--- src/rtl/olpe_pkg.sv ---
// Shared types and constants of the ordered list with positional edits.
package olpe_pkg;

  localparam int CNT_W = 7;
  localparam int VAL_W = 32;
  localparam int POS_W = 8;

  typedef enum logic [2:0] {
    OP_INS_FRONT = 3'd0,
    OP_INS_END   = 3'd1,
    OP_INS_POS   = 3'd2,
    OP_DISPLAY   = 3'd3,
    OP_DEL_FRONT = 3'd4,
    OP_DEL_END   = 3'd5,
    OP_DEL_POS   = 3'd6
  } op_e;

  typedef enum logic [2:0] {
    STAT_OK    = 3'd0,
    STAT_EMPTY = 3'd1,
    STAT_OOB   = 3'd2,
    STAT_FULL  = 3'd3,
    STAT_CLAMP = 3'd4
  } status_e;

  typedef enum logic [3:0] {
    S_IDLE,
    S_INS_SH,
    S_INS_LAST,
    S_INS_PUT,
    S_DEL_CAP,
    S_DEL_SH,
    S_DEL_DONE,
    S_DISP_EM,
    S_RESP
  } ctrl_state_e;

  typedef enum logic [1:0] {
    VSEL_ZERO,
    VSEL_RDATA,
    VSEL_REMOVED
  } val_sel_e;

  typedef enum logic {
    WSEL_VALUE,
    WSEL_RDATA
  } wr_sel_e;

  typedef struct packed {
    op_e                     op;
    logic signed [VAL_W-1:0] value;
    logic [POS_W-1:0]        position;
  } in_beat_t;

  typedef struct packed {
    status_e                 status;
    logic signed [VAL_W-1:0] item_value;
    logic [CNT_W-1:0]        item_position;
    logic [CNT_W-1:0]        entry_count;
    logic                    last;
  } out_beat_t;

  typedef struct packed {
    logic             rd_en;
    logic [CNT_W-1:0] rd_addr;
    logic             wr_en;
    logic [CNT_W-1:0] wr_addr;
    wr_sel_e          wr_sel;
    logic             load_value;
    logic             cap_removed;
    logic             emit;
    val_sel_e         val_sel;
    status_e          emit_status;
    logic [CNT_W-1:0] emit_pos;
    logic [CNT_W-1:0] emit_count;
    logic             emit_last;
  } dp_cmd_t;

  typedef struct packed {
    logic can_emit;
  } dp_stat_t;

endpackage

--- src/rtl/olpe_datapath.sv ---
// Entry memory, operand registers and output register of the ordered list.
module olpe_datapath #(
  parameter int CAPACITY = 64
) (
  input  logic              clk_i,
  input  logic              rst_ni,
  input  olpe_pkg::in_beat_t  in_i,
  input  olpe_pkg::dp_cmd_t   cmd_i,
  output olpe_pkg::dp_stat_t  stat_o,
  output logic              out_valid_o,
  input  logic              out_stall_i,
  output olpe_pkg::out_beat_t out_o
);

  localparam int AW = $clog2(CAPACITY);

  logic signed [olpe_pkg::VAL_W-1:0] mem_q [CAPACITY];
  logic signed [olpe_pkg::VAL_W-1:0] rdata_q;
  logic signed [olpe_pkg::VAL_W-1:0] value_q;
  logic signed [olpe_pkg::VAL_W-1:0] removed_q;
  logic signed [olpe_pkg::VAL_W-1:0] wr_data;
  logic signed [olpe_pkg::VAL_W-1:0] emit_val;
  logic                              out_valid_q, out_valid_d;
  olpe_pkg::out_beat_t               out_q;

  always_comb begin
    unique case (cmd_i.wr_sel)
      olpe_pkg::WSEL_RDATA: wr_data = rdata_q;
      default:              wr_data = value_q;
    endcase
  end

  always_ff @(posedge clk_i) begin
    if (cmd_i.wr_en) begin
      mem_q[cmd_i.wr_addr[AW-1:0]] <= wr_data;
    end
    if (cmd_i.rd_en) begin
      rdata_q <= mem_q[cmd_i.rd_addr[AW-1:0]];
    end
  end

  always_ff @(posedge clk_i) begin
    if (cmd_i.load_value) begin
      value_q <= in_i.value;
    end
    if (cmd_i.cap_removed) begin
      removed_q <= rdata_q;
    end
  end

  always_comb begin
    unique case (cmd_i.val_sel)
      olpe_pkg::VSEL_RDATA:   emit_val = rdata_q;
      olpe_pkg::VSEL_REMOVED: emit_val = removed_q;
      default:                emit_val = '0;
    endcase
  end

  assign stat_o.can_emit = !out_valid_q || !out_stall_i;
  assign out_valid_d     = cmd_i.emit || (out_valid_q && out_stall_i);

  always_ff @(posedge clk_i or negedge rst_ni) begin
    if (!rst_ni) begin
      out_valid_q <= 1'b0;
    end else begin
      out_valid_q <= out_valid_d;
    end
  end

  always_ff @(posedge clk_i) begin
    if (cmd_i.emit) begin
      out_q.status        <= cmd_i.emit_status;
      out_q.item_value    <= emit_val;
      out_q.item_position <= cmd_i.emit_pos;
      out_q.entry_count   <= cmd_i.emit_count;
      out_q.last          <= cmd_i.emit_last;
    end
  end

  assign out_valid_o = out_valid_q;
  assign out_o       = out_q;

endmodule

--- src/rtl/olpe_ctrl.sv ---
// Request decoder and sequencer of the ordered list.
module olpe_ctrl #(
  parameter int CAPACITY = 64
) (
  input  logic               clk_i,
  input  logic               rst_ni,
  input  logic               in_valid_i,
  output logic               in_stall_o,
  input  olpe_pkg::in_beat_t in_i,
  input  olpe_pkg::dp_stat_t stat_i,
  output olpe_pkg::dp_cmd_t  cmd_o
);

  localparam int CW = olpe_pkg::CNT_W;
  localparam int PW = olpe_pkg::POS_W;
  localparam logic [CW-1:0] CAP_C = CW'(CAPACITY);
  localparam logic [CW-1:0] ONE_C = CW'(1);
  localparam logic [CW-1:0] TWO_C = CW'(2);
  localparam logic [PW-1:0] PONE_C = PW'(1);

  olpe_pkg::ctrl_state_e state_q, state_d;
  logic [CW-1:0]         count_q, count_d;
  logic [CW-1:0]         ptr_q, ptr_d;
  logic [CW-1:0]         idx_q, idx_d;
  logic                  first_q, first_d;
  olpe_pkg::status_e     res_status_q, res_status_d;
  logic [CW-1:0]         res_pos_q, res_pos_d;
  olpe_pkg::val_sel_e    res_sel_q, res_sel_d;

  logic [PW-1:0]     count_w;
  logic [CW-1:0]     ins_idx;
  olpe_pkg::status_e ins_status;
  logic [CW-1:0]     del_idx;
  logic              del_oob;
  logic              disp_last;

  assign count_w   = PW'(count_q);
  assign disp_last = (ptr_q + ONE_C) == count_q;

  // Decode the target index of the incoming request.
  always_comb begin
    ins_idx    = '0;
    ins_status = olpe_pkg::STAT_OK;
    unique case (in_i.op)
      olpe_pkg::OP_INS_FRONT: ins_idx = '0;
      olpe_pkg::OP_INS_END:   ins_idx = count_q;
      default: begin
        priority if (in_i.position <= PONE_C) begin
          ins_idx = '0;
        end else if ((in_i.position - PONE_C) <= count_w) begin
          ins_idx = CW'(in_i.position - PONE_C);
        end else begin
          ins_idx    = count_q;
          ins_status = olpe_pkg::STAT_CLAMP;
        end
      end
    endcase
  end

  always_comb begin
    del_idx = '0;
    del_oob = 1'b0;
    unique case (in_i.op)
      olpe_pkg::OP_DEL_FRONT: del_idx = '0;
      olpe_pkg::OP_DEL_END:   del_idx = count_q - ONE_C;
      default: begin
        priority if (in_i.position <= PONE_C) begin
          del_idx = '0;
        end else if (in_i.position <= count_w) begin
          del_idx = CW'(in_i.position - PONE_C);
        end else begin
          del_oob = 1'b1;
        end
      end
    endcase
  end

  always_ff @(posedge clk_i or negedge rst_ni) begin
    if (!rst_ni) begin
      state_q      <= olpe_pkg::S_IDLE;
      count_q      <= '0;
      ptr_q        <= '0;
      idx_q        <= '0;
      first_q      <= 1'b0;
      res_status_q <= olpe_pkg::STAT_OK;
      res_pos_q    <= '0;
      res_sel_q    <= olpe_pkg::VSEL_ZERO;
    end else begin
      state_q      <= state_d;
      count_q      <= count_d;
      ptr_q        <= ptr_d;
      idx_q        <= idx_d;
      first_q      <= first_d;
      res_status_q <= res_status_d;
      res_pos_q    <= res_pos_d;
      res_sel_q    <= res_sel_d;
    end
  end

  always_comb begin
    state_d      = state_q;
    count_d      = count_q;
    ptr_d        = ptr_q;
    idx_d        = idx_q;
    first_d      = first_q;
    res_status_d = res_status_q;
    res_pos_d    = res_pos_q;
    res_sel_d    = res_sel_q;

    cmd_o             = '0;
    cmd_o.wr_sel      = olpe_pkg::WSEL_VALUE;
    cmd_o.val_sel     = olpe_pkg::VSEL_ZERO;
    cmd_o.emit_status = olpe_pkg::STAT_OK;
    cmd_o.emit_count  = count_q;

    in_stall_o = (state_q != olpe_pkg::S_IDLE);

    unique case (state_q)
      olpe_pkg::S_IDLE: begin
        if (in_valid_i) begin
          res_sel_d = olpe_pkg::VSEL_ZERO;
          unique case (in_i.op)
            olpe_pkg::OP_INS_FRONT, olpe_pkg::OP_INS_END, olpe_pkg::OP_INS_POS: begin
              if (count_q == CAP_C) begin
                res_status_d = olpe_pkg::STAT_FULL;
                res_pos_d    = '0;
                state_d      = olpe_pkg::S_RESP;
              end else begin
                cmd_o.load_value = 1'b1;
                res_status_d     = ins_status;
                res_pos_d        = ins_idx + ONE_C;
                idx_d            = ins_idx;
                if (ins_idx == count_q) begin
                  state_d = olpe_pkg::S_INS_PUT;
                end else begin
                  ptr_d   = count_q - ONE_C;
                  first_d = 1'b1;
                  state_d = olpe_pkg::S_INS_SH;
                end
              end
            end
            olpe_pkg::OP_DISPLAY: begin
              if (count_q == '0) begin
                res_status_d = olpe_pkg::STAT_EMPTY;
                res_pos_d    = '0;
                state_d      = olpe_pkg::S_RESP;
              end else begin
                cmd_o.rd_en   = 1'b1;
                cmd_o.rd_addr = '0;
                ptr_d         = '0;
                state_d       = olpe_pkg::S_DISP_EM;
              end
            end
            olpe_pkg::OP_DEL_FRONT, olpe_pkg::OP_DEL_END, olpe_pkg::OP_DEL_POS: begin
              if (count_q == '0) begin
                res_status_d = olpe_pkg::STAT_EMPTY;
                res_pos_d    = '0;
                state_d      = olpe_pkg::S_RESP;
              end else if (del_oob) begin
                res_status_d = olpe_pkg::STAT_OOB;
                res_pos_d    = '0;
                state_d      = olpe_pkg::S_RESP;
              end else begin
                cmd_o.rd_en   = 1'b1;
                cmd_o.rd_addr = del_idx;
                ptr_d         = del_idx + ONE_C;
                idx_d         = del_idx;
                res_status_d  = olpe_pkg::STAT_OK;
                res_pos_d     = del_idx + ONE_C;
                res_sel_d     = olpe_pkg::VSEL_REMOVED;
                state_d       = olpe_pkg::S_DEL_CAP;
              end
            end
            default: ; // unused op code: drop the beat
          endcase
        end
      end

      // Move entries up one place, highest first; each read lands two above the next read.
      olpe_pkg::S_INS_SH: begin
        cmd_o.rd_en   = 1'b1;
        cmd_o.rd_addr = ptr_q;
        if (!first_q) begin
          cmd_o.wr_en   = 1'b1;
          cmd_o.wr_addr = ptr_q + TWO_C;
          cmd_o.wr_sel  = olpe_pkg::WSEL_RDATA;
        end
        first_d = 1'b0;
        if (ptr_q == idx_q) begin
          state_d = olpe_pkg::S_INS_LAST;
        end else begin
          ptr_d = ptr_q - ONE_C;
        end
      end

      olpe_pkg::S_INS_LAST: begin
        cmd_o.wr_en   = 1'b1;
        cmd_o.wr_addr = idx_q + ONE_C;
        cmd_o.wr_sel  = olpe_pkg::WSEL_RDATA;
        state_d       = olpe_pkg::S_INS_PUT;
      end

      olpe_pkg::S_INS_PUT: begin
        cmd_o.wr_en   = 1'b1;
        cmd_o.wr_addr = idx_q;
        cmd_o.wr_sel  = olpe_pkg::WSEL_VALUE;
        count_d       = count_q + ONE_C;
        state_d       = olpe_pkg::S_RESP;
      end

      olpe_pkg::S_DEL_CAP: begin
        cmd_o.cap_removed = 1'b1;
        if (ptr_q < count_q) begin
          cmd_o.rd_en   = 1'b1;
          cmd_o.rd_addr = ptr_q;
          ptr_d         = ptr_q + ONE_C;
          state_d       = olpe_pkg::S_DEL_SH;
        end else begin
          state_d = olpe_pkg::S_DEL_DONE;
        end
      end

      // Move entries down one place; the entry read last cycle goes one below it.
      olpe_pkg::S_DEL_SH: begin
        cmd_o.wr_en   = 1'b1;
        cmd_o.wr_addr = ptr_q - TWO_C;
        cmd_o.wr_sel  = olpe_pkg::WSEL_RDATA;
        if (ptr_q < count_q) begin
          cmd_o.rd_en   = 1'b1;
          cmd_o.rd_addr = ptr_q;
          ptr_d         = ptr_q + ONE_C;
        end else begin
          state_d = olpe_pkg::S_DEL_DONE;
        end
      end

      olpe_pkg::S_DEL_DONE: begin
        count_d = count_q - ONE_C;
        state_d = olpe_pkg::S_RESP;
      end

      olpe_pkg::S_DISP_EM: begin
        if (stat_i.can_emit) begin
          cmd_o.emit        = 1'b1;
          cmd_o.val_sel     = olpe_pkg::VSEL_RDATA;
          cmd_o.emit_status = olpe_pkg::STAT_OK;
          cmd_o.emit_pos    = ptr_q + ONE_C;
          cmd_o.emit_last   = disp_last;
          if (disp_last) begin
            state_d = olpe_pkg::S_IDLE;
          end else begin
            cmd_o.rd_en   = 1'b1;
            cmd_o.rd_addr = ptr_q + ONE_C;
            ptr_d         = ptr_q + ONE_C;
          end
        end
      end

      olpe_pkg::S_RESP: begin
        if (stat_i.can_emit) begin
          cmd_o.emit        = 1'b1;
          cmd_o.val_sel     = res_sel_q;
          cmd_o.emit_status = res_status_q;
          cmd_o.emit_pos    = res_pos_q;
          cmd_o.emit_last   = 1'b1;
          state_d           = olpe_pkg::S_IDLE;
        end
      end

      default: state_d = olpe_pkg::S_IDLE;
    endcase
  end

`ifndef SYNTHESIS
  a_count_bound: assert property (@(posedge clk_i) disable iff (!rst_ni)
    count_q <= CAP_C)
    else $error("entry count beyond capacity");

  a_count_step: assert property (@(posedge clk_i) disable iff (!rst_ni)
    (count_q == $past(count_q)) || (count_q == ($past(count_q) + ONE_C)) ||
    (count_q == ($past(count_q) - ONE_C)))
    else $error("entry count moved by more than one");

  a_ins_ptr: assert property (@(posedge clk_i) disable iff (!rst_ni)
    (state_q == olpe_pkg::S_INS_SH) |-> (ptr_q >= idx_q) && (ptr_q < count_q))
    else $error("insert shift pointer out of range");

  a_port_clash: assert property (@(posedge clk_i) disable iff (!rst_ni)
    (cmd_o.wr_en && cmd_o.rd_en) |-> (cmd_o.wr_addr != cmd_o.rd_addr))
    else $error("read and write hit the same entry");
`endif

endmodule

--- src/rtl/ordered_list_positional_edit.sv ---
// Top level of the ordered list with positional edits.
// Bounded list of up to CAPACITY signed 32-bit entries, front first, held in a
// one-read one-write memory with registered read data. A request is taken only
// while the sequencer is idle; its result goes to an output register, so the
// next request can be taken while that result still waits. Entries move one
// place per cycle through the memory port: an insert at one-based position k
// moves the entries from k onward up (none when it lands at the end), a delete
// at k moves the entries after k down, a listing gives one entry per cycle
// while the output is not stalled, and a refused or empty request goes
// straight to its response. The entries need no clearing after reset.
module ordered_list_positional_edit #(
  parameter int CAPACITY = 64
) (
  input  logic                clk_i,
  input  logic                rst_ni,
  input  logic                in_valid_i,
  output logic                in_stall_o,
  input  olpe_pkg::in_beat_t  in_i,
  output logic                out_valid_o,
  input  logic                out_stall_i,
  output olpe_pkg::out_beat_t out_o
);

  olpe_pkg::dp_cmd_t  cmd;
  olpe_pkg::dp_stat_t stat;

  olpe_ctrl #(
    .CAPACITY(CAPACITY)
  ) u_ctrl (
    .clk_i     (clk_i),
    .rst_ni    (rst_ni),
    .in_valid_i(in_valid_i),
    .in_stall_o(in_stall_o),
    .in_i      (in_i),
    .stat_i    (stat),
    .cmd_o     (cmd)
  );

  olpe_datapath #(
    .CAPACITY(CAPACITY)
  ) u_datapath (
    .clk_i      (clk_i),
    .rst_ni     (rst_ni),
    .in_i       (in_i),
    .cmd_i      (cmd),
    .stat_o     (stat),
    .out_valid_o(out_valid_o),
    .out_stall_i(out_stall_i),
    .out_o      (out_o)
  );

endmodule

--- config.mk ---
export PLATFORM = sky130hd
export DESIGN_NAME = ordered_list_positional_edit
export DESIGN_NICKNAME = d
export VERILOG_FILES = /design/src/rtl/olpe_pkg.sv /design/src/rtl/olpe_datapath.sv /design/src/rtl/olpe_ctrl.sv /design/src/rtl/ordered_list_positional_edit.sv
export SDC_FILE = /design/constraint.sdc
export NUM_CORES = 2
export LEC_CHECK = 0
export ABC_AREA = 1
export BUFFER_PORTS_ARGS = -buffer_cell sky130_fd_sc_hd__buf_2
export CAP_MARGIN = 20
export CORE_ASPECT_RATIO = 2
export CORE_UTILIZATION = 50
export DETAILED_ROUTE_END_ITERATION = 10
export GPL_ROUTABILITY_DRIVEN = 1
export GPL_TIMING_DRIVEN = 0
export PLACE_DENSITY = 0.68
export REMOVE_ABC_BUFFERS = 1
export SETUP_SLACK_MARGIN = 0.05
export SYNTH_ARGS = -nofsm -noshare
export SYNTH_HDL_FRONTEND = slang
export SYNTH_SLANG_ARGS = --single-unit
--- constraint.sdc ---
create_clock -name clk_i -period 4.85 [get_ports clk_i]
set_clock_uncertainty 0.05 [all_clocks]
set_input_delay 0.2425 -clock clk_i [delete_from_list [all_inputs] [get_ports clk_i]]
set_output_delay 0.2425 -clock clk_i [all_outputs]
set_load 0.05 [all_outputs]
==> flow_summary.toml <==
[route]
first_pass_iters = 7
via_count = 73000
drcViolationCount = 0
drtIter0Drc = 8734
ant_nets = 0
wire_per_inst_um = 25.9
vias_per_cell = 5.99
wirelength_um = 315000

[critical_path]
cp_max_fo = 33
critPathArrivalTime_ns = 5.23
cpPeakStageDelay_ns = 0.46
setup.worst_path.end_class = "flop"
crit_slowest_cell = "inv_4"
required_ns = 5.31
startpoint_type = "flop"
reg2reg_depth = 17
crit_family = "buffers and inverters"
path_buf_inv = 9
r2r-end = "u_datapath.mem_q[16][4]$_DFFE_PP_"
path_cells = "nor2_1 > inv_1 > nor2_1 > inv_1 > nor2_2 > inv_1 > nor2_1 > inv_1 > nand2_1 > nor2_4 > buf_12 > inv_4 > o211ai_1 > buf_4 > buf_4 > nor2_4 > buf_4"
crit_cells = 17
r2r_start = "u_ctrl.state_q[2]$_DFFE_PN0P_"
rrSetupSlack_ns = 0.08
path_class = "reg2reg"
crit_top_cell = "inv_1"

[synthesis]
netlist_area_um2 = 100000
synth_edf_count = 2194
yosysTopAreaCellShare_pct = 65.9
synth_compound_area_share_pct = 1.09
synth_area_per_cell_um2 = 10.9
synthXorXnorAreaFrac_pct = 0.166
ys_seq_area_share_pct = 66.8
yosys_register_bits = 2232
synthFlopType = "edfxtp_1"
yosys.area_share.simple_pct = 23.3
yosys_warnings = 0
synth_cell_types = 49
yosys.area_share.adder_pct = 0.438
syn_inst = 9197
yosysTopAreaCell = "edfxtp_1"
synthMuxAreaShare_pct = 0
yosys-top-cells-area = "edfxtp_1, nand3_1, nand2_1"
synth_top_family_by_area = "simple AND/OR/NAND/NOR gates"
synth_common_cells = "nand3_1, edfxtp_1, nand2_1"
async_flop_share_pct = 1.70
yosysMostFrequentCell = "nand3_1"

[cells_and_area]
multi_input_area_um2 = 26100
drive_gt1_share_pct = 11.6
finish.utilization_pct = 59.2
final_nets = 9556
area_delta_synth_final_pct = 17.3
fillerInstances = 15000
seq_area_um2 = 66900
fin_cells = 12200
final_cell_area_um2 = 117000

[global_routing]
antenna_found_initial = 9
grt-busiest-layer = "met2"
use_met3_pct = 3.74
grt-ovfl-total = 0
grtUsageMet1_pct = 33.2
grt_pass1_wl_um = 447000
grt_max_degree = 71
grt_pass1_vias = 71300
grt_use_met2_pct = 53.0
grt_usage_pct = 29.7

[clock_network]
cts_max_path_buffers = 4
h-tree-depth = 4
cts_tree = "built"
cts-root-buf = "clkbuf_16"
cts_made_buffers = 189
path_clk_slew_ns = 0.07
clock-sinks = 2232
insertion_delay_ns = 0.88

[hold_path]
min_delay_path_depth = 2
min_from = "in_i[12]"
hp-class = "in2reg"
hold_path_end = "u_datapath.value_q[4]$_DFFE_PP_"

[flow_run]
drv_cap = 0

[pwr]
vdd_drop_max_v = 0.000354
p_leak_nw = 45.8
powerDensity_nw_per_um2 = 626

[timing]
rsz0062_at_grt = "yes"
post-route-period-util_pct = 98.4
finalHoldViolations = 0
final_max_slew_viol_count = 0
clock.fmax_mhz = 210
tightest_slew_ns = 1.15
relSlewSlack_pct = 23.2
finalCriticalPeriod_ns = 4.77
fin_setup_tns_ns = 0
setup_slack_ns = 0.0791
setup_viol = 0

[floorplanning]
die_h_um = 635
core_um2 = 198000
row_count = 231
io_pins = 99
die_x_um = 318
dieArea_um2 = 202000
start_util_pct = 50.4

[placement]
placement.cell_area_um2 = 107000
dp_slack_ns = -3.03
place_inst = 11600
place.gp.congestion = 0.928
dp_hpwl_um = 185000
port_buffers = 98

[run_status]
status = "completed"
==> timing repair <==
item,4_1_cts,5_1_grt
cloned,39,26
buffers inserted,55,125
resized for setup,117,68
setup endpoints to repair,1112,791
pin swaps,19,48
hold buffers,42,0
hold endpoints to repair,81,0
==> report_power, final <==
group / total, W / internal, W / switching [W]
Combinational: 0.0308 / 0.00958 / 0.0212
Sequential: 0.0275 / 0.0268 / 0.000736
Clock: 0.0152 / 0.00828 / 0.00691
Total: 0.0735 / 0.0447 / 0.0288
==> through the flow <==
step / power [W] / hold WS (ns)
floorplan: 0.0444 / -0.103
global placement: 0.0491 / 0.376
detailed placement: 0.0546 / 0.0729
CTS: 0.0717 / 0.0238
global route: 0.0759 / 0.0548
finish: 0.0735 / 0.0557
==> worst max-delay path by stage <==
stage | slack (ns) | endpoint | startpoint
5_1_grt | -0.04 | u_datapath.mem_q[29][25]$_DFFE_PP_ | u_ctrl.state_q[2]$_DFFE_PN0P_
3_5_place_dp | -3.03 | u_datapath.rdata_q[17]$_DFFE_PP_ | u_ctrl.count_q[6]$_DFFE_PN0P_
3_3_place_gp | -78.76 | u_datapath.rdata_q[30]$_DFFE_PP_ | u_ctrl.count_q[6]$_DFFE_PN0P_
2_1_floorplan | -31.26 | u_datapath.rdata_q[1]$_DFFE_PP_ | u_ctrl.ptr_q[0]$_DFFE_PN0P_
6_report | 0.08 | u_datapath.mem_q[16][4]$_DFFE_PP_ | u_ctrl.state_q[2]$_DFFE_PN0P_
4_1_cts | 0.03 | u_datapath.rdata_q[13]$_DFFE_PP_ | u_ctrl.count_q[5]$_DFFE_PN0P_
==> worst reg2reg max path: stages, from the launching register on <==
cell and delay (ns):
dfrtp_1 0.41, nor2_1 0.10, inv_1 0.09, nor2_1 0.16, inv_1 0.13, nor2_2 0.34, inv_1 0.34, nor2_1 0.44
inv_1 0.16, nand2_1 0.16, nor2_4 0.10, buf_12 0.21, inv_4 0.51, o211ai_1 0.22, buf_4 0.23, buf_4 0.21
nor2_4 0.27, buf_4 0.29
==> layout by cell type (no fill, tap or decap), drive strengths merged, types with 4 or more instances in the layout <==
| cell | instances |
|---|---|
| nand3 | 2223 |
| edfxtp | 2194 |
| nand2 | 1561 |
| inv | 1435 |
| nand3b | 706 |
| buf | 572 |
| clkbuf | 248 |
| nor2 | 185 |
| clkinv | 78 |
| o21ai | 76 |
| a21oi | 74 |
| dlygate4sd3 | 42 |
| dfrtp | 38 |
| ha | 35 |
| bufinv | 19 |
| nand4 | 18 |
| o22ai | 15 |
| xor2 | 13 |
| bufbuf | 13 |
| clkinvlp | 10 |
| nor3 | 10 |
| xnor2 | 6 |
| o211ai | 6 |
| or2 | 5 |
| o31ai | 4 |
| a31oi | 4 |
==> layer usage <==
metal	routed length (µm)	up-vias
met1	106000	35700
met5	25	-
li1	-	31900
met2	161000	4263
met4	23000	4
met3	25400	1122
==> cell type report <==
type                    count  share of cell area (%)
diodes                      3                 0.00640
clock buffers             223                    4.21
clock inverters           104                   0.849
inverters                1438                    4.66
multi-input cells        4961                    22.2
flip-flops and latches   2232                    57.0
well taps                2563                    2.73
repair buffers            652                    8.34
==> registers in the layout, indices dropped and copies added (netlist names) <==
register and cells:
u_ctrl.res_pos_q 7, u_ctrl.res_sel_q 1, u_datapath.out_o 50, u_datapath.removed_q 32, u_ctrl.count_q 7, u_datapath.mem_q 2048, u_datapath.value_q 32, u_datapath.out_valid_o 1
u_datapath.rdata_q 32, u_ctrl.idx_q 7, u_ctrl.first_q 1, u_ctrl.state_q 4, u_ctrl.ptr_q 7, u_ctrl.res_status_q 3
==> logic make-up after synthesis <==
kind of cell    Yosys count
simple gates           4707
flops                  2232
buf+inv                2009
compound gates          195
fa+ha+maj                35
xor+xnor                 19
Note: power is estimated with default switching activity, not from simulation.
